===== src/hw/rtl/rtt_estimator_rto_backoff_defines.svh =====
// Assertion macros for the round-trip timer RTL.
`ifndef RTT_ESTIMATOR_RTO_BACKOFF_DEFINES_SVH
`define RTT_ESTIMATOR_RTO_BACKOFF_DEFINES_SVH

// Check a condition on every clock edge outside reset.
`define RTTRB_ASSERT_ALWAYS(label, cond, msg) \
    label: assert property (@(posedge clk) disable iff (!rst_n) (cond)) else $error(msg);

// Check that a condition leads to a consequence in the next cycle.
`define RTTRB_ASSERT_NEXT(label, ante, cons, msg) \
    label: assert property (@(posedge clk) disable iff (!rst_n) (ante) |=> (cons)) \
        else $error(msg);

`endif


===== src/hw/rtl/rttrb_pkg.sv =====
// Shared constants, codes and types for the round-trip timer.
`default_nettype none

package rttrb_pkg;

    // Field and register widths
    localparam int unsigned CFG_W       = 26;
    localparam int unsigned TIME_W      = 32;
    localparam int unsigned SEQ_W       = 24;
    localparam int unsigned DELAY_W     = 16;
    localparam int unsigned CFG_ADDR_W  = 2;

    // Sequence compare width and backoff limit
    localparam int unsigned SEQ_BITS    = 24;
    localparam int unsigned BACKOFF_MAX = 255;
    localparam int unsigned BACKOFF_W   = $clog2(BACKOFF_MAX + 1);

    // Milliseconds to microseconds: 16-bit delay times 1000 fits in 26 bits
    localparam int unsigned US_PER_MS_W = 10;
    localparam int unsigned HOLD_W      = DELAY_W + US_PER_MS_W;
    localparam logic [US_PER_MS_W-1:0] US_PER_MS = 10'd1000;

    // Register reset values
    localparam logic [CFG_W-1:0] INITIAL_RTO_RST = 26'd1000000;
    localparam logic [CFG_W-1:0] TICK_TIME_RST   = 26'd10000;
    localparam logic [CFG_W-1:0] MIN_RTO_RST     = 26'd200000;
    localparam logic [CFG_W-1:0] MAX_RTO_RST     = 26'd60000000;

    // NAK interval before the first RTT sample
    localparam logic [TIME_W-1:0] NAK_DEFAULT = 32'd1000000;

    // Event codes
    typedef enum logic [1:0] {
        REQ_PACKET      = 2'd0,
        REQ_TIMEOUT     = 2'd1,
        REQ_OPPORTUNITY = 2'd2
    } req_type_t;

    // Configuration register indexes
    typedef enum logic [CFG_ADDR_W-1:0] {
        CFG_INITIAL_RTO = 2'd0,
        CFG_TICK_TIME   = 2'd1,
        CFG_MIN_RTO     = 2'd2,
        CFG_MAX_RTO     = 2'd3
    } cfg_idx_t;

    // One RTT sample handed to the estimator
    typedef struct packed {
        logic              valid;
        logic [TIME_W-1:0] rtt;
    } sample_t;

    // Estimator state
    typedef struct packed {
        logic              valid;
        logic [TIME_W-1:0] smoothed_rtt;
        logic [TIME_W-1:0] rtt_variance;
        logic [TIME_W-1:0] base_rto;
    } est_t;

    // Everything the timeout and NAK computation looks at
    typedef struct packed {
        est_t                 est;
        logic [BACKOFF_W-1:0] backoff;
        logic [CFG_W-1:0]     tick_time;
        logic [CFG_W-1:0]     min_rto;
        logic [CFG_W-1:0]     max_rto;
    } timer_state_t;

endpackage

`default_nettype wire


===== src/hw/rtl/rttrb_estimator.sv =====
// Smoothed RTT and variance estimator with base RTO register.
`default_nettype none

module rttrb_estimator (
    input  wire logic                      clk,
    input  wire logic                      rst_n,
    input  wire rttrb_pkg::sample_t        sample,
    input  wire logic                      init_we,
    input  wire logic [rttrb_pkg::CFG_W-1:0] init_value,
    output rttrb_pkg::est_t                est
);
    import rttrb_pkg::*;

    localparam int unsigned ACC_W = TIME_W + 3;

    logic              valid_reg, valid_next;
    logic [TIME_W-1:0] srtt_reg, srtt_next;
    logic [TIME_W-1:0] var_reg, var_next;
    logic [TIME_W-1:0] base_reg, base_next;

    logic [ACC_W-1:0]  srtt_acc;
    logic [ACC_W-1:0]  var_acc;
    logic [ACC_W-1:0]  base_sum;
    logic [TIME_W-1:0] srtt_upd;
    logic [TIME_W-1:0] diff;

    // Fold a sample into the running averages with gain one eighth
    always_comb
    begin
        srtt_acc = (ACC_W'(srtt_reg) << 3) - ACC_W'(srtt_reg) + ACC_W'(sample.rtt);
        srtt_upd = srtt_acc[ACC_W-1:3];
        diff     = (srtt_upd >= sample.rtt) ? (srtt_upd - sample.rtt)
                                            : (sample.rtt - srtt_upd);
        var_acc  = (ACC_W'(var_reg) << 3) - ACC_W'(var_reg) + ACC_W'(diff);

        valid_next = valid_reg;
        srtt_next  = srtt_reg;
        var_next   = var_reg;
        base_next  = base_reg;

        if (sample.valid)
        begin
            valid_next = 1'b1;
            if (!valid_reg)
            begin
                srtt_next = sample.rtt;
                var_next  = sample.rtt >> 1;
            end
            else
            begin
                srtt_next = srtt_upd;
                var_next  = var_acc[ACC_W-1:3];
            end
        end

        // Base RTO is smoothed RTT plus four variances, saturated
        base_sum = ACC_W'(srtt_next) + {1'b0, var_next, 2'b00};

        if (sample.valid)
        begin
            base_next = (|base_sum[ACC_W-1:TIME_W]) ? '1 : base_sum[TIME_W-1:0];
        end
        else if (init_we && !valid_reg)
        begin
            base_next = TIME_W'(init_value);
        end
    end

    // Hold estimator state
    always_ff @(posedge clk or negedge rst_n)
    begin
        if (!rst_n)
        begin
            valid_reg <= 1'b0;
            srtt_reg  <= '0;
            var_reg   <= '0;
            base_reg  <= TIME_W'(INITIAL_RTO_RST);
        end
        else
        begin
            valid_reg <= valid_next;
            srtt_reg  <= srtt_next;
            var_reg   <= var_next;
            base_reg  <= base_next;
        end
    end

    assign est.valid        = valid_reg;
    assign est.smoothed_rtt = srtt_reg;
    assign est.rtt_variance = var_reg;
    assign est.base_rto     = base_reg;

endmodule

`default_nettype wire


===== src/hw/rtl/rttrb_rto_calc.sv =====
// Backed-off, clamped RTO and NAK interval from the current timer state.
`default_nettype none

module rttrb_rto_calc (
    input  wire rttrb_pkg::timer_state_t       st,
    output logic [rttrb_pkg::CFG_W-1:0]        rto,
    output logic [rttrb_pkg::TIME_W-1:0]       nak
);
    import rttrb_pkg::*;

    localparam int unsigned MULT_W = BACKOFF_W + 1;
    localparam int unsigned PROD_W = TIME_W + MULT_W;
    localparam int unsigned SUM_W  = PROD_W + 1;
    localparam int unsigned NAK_W  = TIME_W + 3;

    logic [MULT_W-1:0] factor;
    logic [SUM_W-1:0]  r_sum;
    logic [SUM_W-1:0]  r_lo;
    logic [SUM_W-1:0]  r_hi;
    logic [NAK_W-1:0]  nak_sum;

    // Scale base RTO by backoff plus one, add a tick, clamp to min then max
    always_comb
    begin
        factor = {1'b0, st.backoff} + MULT_W'(1);
        r_sum  = SUM_W'(PROD_W'(st.est.base_rto) * PROD_W'(factor)) + SUM_W'(st.tick_time);
        r_lo   = (r_sum < SUM_W'(st.min_rto)) ? SUM_W'(st.min_rto) : r_sum;
        r_hi   = (r_lo > SUM_W'(st.max_rto)) ? SUM_W'(st.max_rto) : r_lo;
        rto    = r_hi[CFG_W-1:0];
    end

    // NAK interval: four smoothed RTTs plus variance plus a tick, saturated; the default before the first sample
    always_comb
    begin
        nak_sum = {1'b0, st.est.smoothed_rtt, 2'b00} + NAK_W'(st.est.rtt_variance)
                + NAK_W'(st.tick_time);
        if (!st.est.valid)
        begin
            nak = NAK_DEFAULT;
        end
        else
        begin
            nak = (|nak_sum[NAK_W-1:TIME_W]) ? '1 : nak_sum[TIME_W-1:0];
        end
    end

endmodule

`default_nettype wire


===== src/hw/rtl/rtt_estimator_rto_backoff.sv =====
// A result word passes from the input stage through the result stage into the output register.
// Throughput: one word per cycle unless out_ready stalls; the state update and RTO multiply each take one stage.
// The event stage reads the timeout for its grant from the same state the result stage reads.
// Reset clears the pipeline, the estimator and the backoff and loads the register defaults.
`default_nettype none
`include "rtt_estimator_rto_backoff_defines.svh"

module rtt_estimator_rto_backoff (
    input  wire logic                            clk,
    input  wire logic                            rst_n,
    // Configuration write port
    input  wire logic                            cfg_wr_en,
    input  wire logic [rttrb_pkg::CFG_ADDR_W-1:0] cfg_addr,
    input  wire logic [rttrb_pkg::CFG_W-1:0]     cfg_wdata,
    // Event channel
    input  wire logic                            in_valid,
    output logic                                 in_ready,
    input  wire logic [1:0]                      req_type,
    input  wire logic [rttrb_pkg::TIME_W-1:0]    now,
    input  wire logic                            has_rtt_response,
    input  wire logic [rttrb_pkg::SEQ_W-1:0]     response_seq,
    input  wire logic [rttrb_pkg::DELAY_W-1:0]   response_delay_ms,
    input  wire logic [rttrb_pkg::SEQ_W-1:0]     request_seq,
    // Result channel
    output logic                                 out_valid,
    input  wire logic                            out_ready,
    output logic [rttrb_pkg::CFG_W-1:0]          rto_out,
    output logic [rttrb_pkg::TIME_W-1:0]         nak_interval,
    output logic                                 request_granted
);
    import rttrb_pkg::*;

    // Configuration registers
    logic [CFG_W-1:0] tick_reg, min_rto_reg, max_rto_reg;

    // Input stage
    logic                a_valid_reg, a_valid_next;
    logic [1:0]          type_reg;
    logic [TIME_W-1:0]   now_reg;
    logic                has_resp_reg;
    logic [SEQ_BITS-1:0] resp_seq_reg;
    logic [HOLD_W-1:0]   hold_reg;
    logic [SEQ_BITS-1:0] req_seq_reg;

    // Result stage and output register
    logic                b_valid_reg, b_valid_next;
    logic                b_granted_reg;
    logic                out_valid_reg, out_valid_next;
    logic [CFG_W-1:0]    rto_reg;
    logic [TIME_W-1:0]   nak_reg;
    logic                granted_reg;

    // Connection state
    logic [BACKOFF_W-1:0] backoff_reg, backoff_next;
    logic                 pending_reg, pending_next;
    logic [SEQ_BITS-1:0]  pending_seq_reg;
    logic [TIME_W-1:0]    req_time_reg;

    logic              out_go, a_go, a_fire, in_fire;
    logic [TIME_W-1:0] elapsed;
    logic [TIME_W-1:0] hold_us;
    logic              resp_match;
    logic              grant;
    sample_t           sample;
    est_t              est;
    timer_state_t      st;
    logic [CFG_W-1:0]  rto_cur;
    logic [TIME_W-1:0] nak_cur;

    // Flow control: a stage moves when the stage after it is empty or moves; the output word when it is empty or taken
    assign out_go   = !out_valid_reg || out_ready;
    assign a_go     = !b_valid_reg || out_go;
    assign a_fire   = a_valid_reg && a_go;
    assign in_ready = !a_valid_reg || a_go;
    assign in_fire  = in_valid && in_ready;

    // Configuration registers
    always_ff @(posedge clk or negedge rst_n)
    begin
        if (!rst_n)
        begin
            tick_reg    <= TICK_TIME_RST;
            min_rto_reg <= MIN_RTO_RST;
            max_rto_reg <= MAX_RTO_RST;
        end
        else if (cfg_wr_en)
        begin
            unique case (cfg_addr)
                CFG_TICK_TIME: tick_reg    <= cfg_wdata;
                CFG_MIN_RTO:   min_rto_reg <= cfg_wdata;
                CFG_MAX_RTO:   max_rto_reg <= cfg_wdata;
                default:       ;
            endcase
        end
    end

    // Estimator
    rttrb_estimator u_estimator (
        .clk        (clk),
        .rst_n      (rst_n),
        .sample     (sample),
        .init_we    (cfg_wr_en && (cfg_addr == CFG_INITIAL_RTO)),
        .init_value (cfg_wdata),
        .est        (est)
    );

    // Current timeout, shared by grant check and result stage, and NAK interval for the result stage
    always_comb
    begin
        st.est       = est;
        st.backoff   = backoff_reg;
        st.tick_time = tick_reg;
        st.min_rto   = min_rto_reg;
        st.max_rto   = max_rto_reg;
    end

    rttrb_rto_calc u_rto_calc (
        .st  (st),
        .rto (rto_cur),
        .nak (nak_cur)
    );

    // Event stage: sample, grant and backoff decisions
    always_comb
    begin
        elapsed    = now_reg - req_time_reg;
        hold_us    = TIME_W'(hold_reg);
        resp_match = has_resp_reg && pending_reg && (resp_seq_reg == pending_seq_reg);

        sample.valid = a_fire && (type_reg == REQ_PACKET) && resp_match;
        sample.rtt   = (elapsed > hold_us) ? (elapsed - hold_us) : '0;

        grant = (type_reg == REQ_OPPORTUNITY) &&
                (!pending_reg ||
                 ((elapsed > TIME_W'(rto_cur)) && (elapsed > TIME_W'(tick_reg))));

        backoff_next = backoff_reg;
        pending_next = pending_reg;
        if (a_fire)
        begin
            case (type_reg)
                REQ_PACKET:
                begin
                    backoff_next = '0;
                end
                REQ_TIMEOUT:
                begin
                    if (backoff_reg < BACKOFF_W'(BACKOFF_MAX))
                    begin
                        backoff_next = backoff_reg + BACKOFF_W'(1);
                    end
                end
                REQ_OPPORTUNITY:
                begin
                    if (grant)
                    begin
                        pending_next = 1'b1;
                    end
                end
                default: ;
            endcase
        end
    end

    // Stage occupancy
    always_comb
    begin
        a_valid_next   = in_fire ? 1'b1 : (a_go ? 1'b0 : a_valid_reg);
        b_valid_next   = a_fire ? 1'b1 : (out_go ? 1'b0 : b_valid_reg);
        out_valid_next = out_go ? b_valid_reg : out_valid_reg;
    end

    // Control state
    always_ff @(posedge clk or negedge rst_n)
    begin
        if (!rst_n)
        begin
            a_valid_reg     <= 1'b0;
            b_valid_reg     <= 1'b0;
            out_valid_reg   <= 1'b0;
            backoff_reg     <= '0;
            pending_reg     <= 1'b0;
            pending_seq_reg <= '0;
            req_time_reg    <= '0;
        end
        else
        begin
            a_valid_reg   <= a_valid_next;
            b_valid_reg   <= b_valid_next;
            out_valid_reg <= out_valid_next;
            backoff_reg   <= backoff_next;
            pending_reg   <= pending_next;
            if (a_fire && grant)
            begin
                pending_seq_reg <= req_seq_reg;
                req_time_reg    <= now_reg;
            end
        end
    end

    // Capture the input word; convert the peer hold delay to microseconds
    always_ff @(posedge clk)
    begin
        if (in_fire)
        begin
            type_reg     <= req_type;
            now_reg      <= now;
            has_resp_reg <= has_rtt_response;
            resp_seq_reg <= SEQ_BITS'(response_seq);
            hold_reg     <= HOLD_W'(response_delay_ms) * HOLD_W'(US_PER_MS);
            req_seq_reg  <= SEQ_BITS'(request_seq);
        end
    end

    // Advance the grant flag and load the result word
    always_ff @(posedge clk)
    begin
        if (a_fire)
        begin
            b_granted_reg <= (type_reg == REQ_OPPORTUNITY) && grant;
        end
        if (out_go && b_valid_reg)
        begin
            rto_reg     <= rto_cur;
            nak_reg     <= nak_cur;
            granted_reg <= b_granted_reg;
        end
    end

    assign out_valid       = out_valid_reg;
    assign rto_out         = rto_reg;
    assign nak_interval    = nak_reg;
    assign request_granted = granted_reg;

    // A granted result always leaves a pending request behind
    `RTTRB_ASSERT_ALWAYS(a_grant_pending, !(out_valid && request_granted) || pending_reg, "granted word without pending request")
    // Backoff never passes its limit
    `RTTRB_ASSERT_ALWAYS(a_backoff_limit, backoff_reg <= BACKOFF_W'(BACKOFF_MAX), "backoff count above limit")
    // A stalled event stage keeps its word
    `RTTRB_ASSERT_NEXT(a_event_hold, a_valid_reg && !a_go, a_valid_reg, "event word lost while stalled")

endmodule

`default_nettype wire

===== config.mk =====
export PLATFORM = sky130hd
export DESIGN_NAME = rtt_estimator_rto_backoff
export DESIGN_NICKNAME = d
export VERILOG_FILES = /design/src/hw/rtl/rttrb_pkg.sv /design/src/hw/rtl/rttrb_estimator.sv /design/src/hw/rtl/rttrb_rto_calc.sv /design/src/hw/rtl/rtt_estimator_rto_backoff.sv
export VERILOG_INCLUDE_DIRS = /design/src /design/src/hw/rtl
export SDC_FILE = /design/constraint.sdc
export NUM_CORES = 2
export LEC_CHECK = 0
export ABC_AREA = 1
export BUFFER_PORTS_ARGS = -buffer_cell sky130_fd_sc_hd__buf_2
export CAP_MARGIN = 10
export CORE_MARGIN = 4
export CORE_UTILIZATION = 30
export CTS_CLUSTER_DIAMETER = 30
export DETAILED_ROUTE_END_ITERATION = 8
export GPL_ROUTABILITY_DRIVEN = 0
export GPL_TIMING_DRIVEN = 0
export SLEW_MARGIN = 20
export SYNTH_ARGS = -nofsm -noshare
export SYNTH_HDL_FRONTEND = slang
export SYNTH_SLANG_ARGS = --single-unit
export TNS_END_PERCENT = 100

===== constraint.sdc =====
create_clock -name clk -period 13.7 [get_ports clk]
set_input_delay 2.055 -clock clk [delete_from_list [all_inputs] [get_ports clk]]
set_output_delay 2.055 -clock clk [all_outputs]
set_load 0.005 [all_outputs]

==> flow_metrics.env <==
export IMPL_grt_max_degree=90
export IMPL_hpwl_um=138000
export IMPL_worstMarginPinSlew_ns=1.05
export IMPL_worstHoldPathCells=0
export IMPL_finalClockSkew_ns=0.0659
export IMPL_post_drt_wl_per_cell_um=19.8
export IMPL_yosys_warnings=0
export IMPL_numCtsBuffers=96
export IMPL_die_area_sq_um=163000
export IMPL_vias_per_cell=5.12
export IMPL_crit_path_frequent_cell="nand2_2"
export IMPL_status="complete, no violations"
export IMPL_ctsLongestPathBuffers=3
export IMPL_max_stage_delay_ns=0.51
export IMPL_wirelength_um=171000
export IMPL_worstSetupStartpointType="register"
export IMPL_final_max_slew_violation_count=0
export IMPL_grt_remaining_overflow=0
export IMPL_track_usage_pct=20.4
export IMPL_synth_top_cell_area_share_pct=15.9
export IMPL_pin_count=193
export IMPL_synth_seq_area_share_pct=23.6
export IMPL_dr_pass1_iters=8
export IMPL_async_reset_ff_share_pct=59.4
export IMPL_synthesis_instances=6059
export IMPL_drcViolationCount=0
export IMPL_drt_iter0_drc=4218
export IMPL_grt_pass1_wl_um=255000
export IMPL_layout_nets=7470
export IMPL_postCtsHoldBufs=0
export IMPL_clkLatencyLatePin_ns=0.74
export IMPL_portBuffers=192
export IMPL_syn_area_sq_um=47000
export IMPL_synthesis_nets=7060
export IMPL_synth_most_common_cell="nand2_1"
export IMPL_drive_gt1_share_pct=16.1
export IMPL_initial_core_util_pct=30.1
export IMPL_cts_tree="yes"
export IMPL_fmax_ghz=0.0748
export IMPL_synth_top_area_cell="fa_1"
export IMPL_setup_tns_final_ns=0
export IMPL_ctsHtreeMaxLevel=3
export IMPL_dr_total_vias=44100
export IMPL_worstHoldPathType="register to register"
export IMPL_synth_area_top_cells="fa_1 (16%), ha_1 (13%), dfrtp_1 (11%), edfxtp_1 (11%), nand2_1 (11%)"
export IMPL_rsz0062_at_grt="true"
export IMPL_hold_viol_final=0
export IMPL_ys_seq_elements=409
export IMPL_required_ns=14.26
export IMPL_ant_nets=0
export IMPL_slew_headroom_pct=29.8
export IMPL_area_delta_synth_final_pct=22.5
export IMPL_synth_edff_count=166
export IMPL_setup_worst_path_class="register to register"
export IMPL_grt_pass1_vias=43400
export IMPL_slowest_stage="fa_1"
export IMPL_synth_main_ff_cell="dfrtp_1"
export IMPL_setup_viol=0
export IMPL_clk_pin_slew_ns=0.05
export IMPL_syn_avg_cell_area_sq_um=7.76
export IMPL_fp_coreArea_sq_um=156000
export IMPL_arrival_ns=13.93
export IMPL_path_max_fanout=10
export IMPL_cap_violations=0
export IMPL_reg2regPathDepth=91
export IMPL_end_kind="register"
export IMPL_cts_sinks=409
export IMPL_fp_dieH_um=404
export IMPL_fin_crit_sh_pct=97.6
export IMPL_ctsRootBufferMaster="clkbuf_16"
export IMPL_antenna_found_initial=7
export IMPL_min_period_ns=13.37
export IMPL_rows=145
export IMPL_synth_cell_types=68
export IMPL_fp_dieW_um=404
export IMPL_synthTopCellsByCount="nand2_1 (1,328), inv_1 (1,044), ha_1 (495)"
[worst paths after layout]
check                               from                       end  slack [ns]
max                           now_reg[8]  u_estimator.base_reg[11]        0.33
min                        b_granted_reg           request_granted        0.43
max reg2reg                   now_reg[8]  u_estimator.base_reg[11]        0.33
min reg2reg                b_granted_reg           request_granted        0.43
max in group asynchronous          rst_n           max_rto_reg[15]       11.04
min in group asynchronous          rst_n        pending_seq_reg[6]        1.32
[placed cells by master, fill, tap and decap left out, types with 20 or more instances in the layout]
cell type  Yosys  final
nand2_1     1328   1260
inv_1       1044   1021
ha_1         495    440
a21oi_1      455    421
nor2_1       435    393
fa_1         374    373
o21ai_0      391    318
dfrtp_1      215    214
buf_2         13    202
nand3_1      221    199
edfxtp_1     166    166
xor2_1       165    145
buf_4          3    117
clkbuf_16      0    100
nand4_1       92     92
clkbuf_1     108     79
nand2_2       19     69
o21ai_1       25     60
xnor2_1       65     52
ha_4           0     43
o21a_1        35     35
o21ai_2        2     32
a21oi_2        5     31
inv_2         14     31
or2_2         32     31
a31oi_1       34     30
dfstp_2       28     28
nor2_2         4     27
nor3_1        34     27
o21bai_1      29     25
o22ai_1       28     25
nand3_2        6     23
nor2_4         3     22
nand2_4        4     21
mux2_2        20     20
[metrics by stage]
step           hold WS [ns]  setup slack, ns  cells  util, %  cell area [sq um]
2_1_floorplan         0.400             1.06   6059        -              47000
3_3_place_gp          0.407            -3.23   8309     32.4              50500
3_5_place_dp          0.414            -3.39   8316     32.5              50700
4_1_cts               0.439          0.00423   8543     35.7              55700
5_1_grt               0.456           -0.358   8613     36.9              57600
6_report              0.431            0.331   8618     36.9              57600
[final cells by class]
class / instances / area [sq um]
fill: 16000 / 98400
multi-input combinational: 4452 / 33700
sequential: 409 / 11100
inverter: 1060 / 4000
clock buffer: 116 / 2610
tap: 2058 / 2570
timing repair buffer: 316 / 2110
clock inverter: 66 / 786
buffer: 134 / 717
antenna: 7 / 17.5
[what timing repair did]
action	CTS	global route
gates resized for setup	275	378
setup buffers	47	67
gates cloned	1	3
pin swaps	46	133
setup endpoints to repair	96	90
[worst max-delay path: cells and delay by family (launching register included)]
family          cells  cell delay (ns)
compound gates     23             3.89
xor+xnor            3             0.59
fa+ha+maj           8             2.66
buf+inv            12             1.49
flops               1             0.46
simple gates       45             4.02
[logic make-up (layout without fill, tap and decap cells)]
logic type | after synthesis | after routing | share of synthesized area [%]
and+or+nand+nor | 2227 | 2228 | 19.8
buffers and inverters | 1199 | 1692 | 9.68
muxes | 20 | 20 | 0.479
DFF | 409 | 409 | 23.6
other | 0 | 7 | 0
xor gates and xnor gates | 230 | 230 | 4.29
AOI/OAI and AO/OA | 1105 | 1105 | 13.0
adders and majority gates | 869 | 869 | 29.1
[layer usage]
| metal | vias up | wire length, um | global-route usage, % | part of all wire, % |
|---|---|---|---|---|
| li1 | 20500 | - | - | - |
| met1 | 21300 | 71700 | 27.3 | 42 |
| met2 | 1963 | 74800 | 31.6 | 44 |
| met3 | 375 | 15800 | 4.48 | 9.3 |
| met4 | 6 | 8310 | 8.73 | 4.9 |
| met5 | - | 41 | 0 | 0.024 |
Power is not shown: default switching activity piles up to over one toggle a cycle in this logic, so the estimate is an artifact.
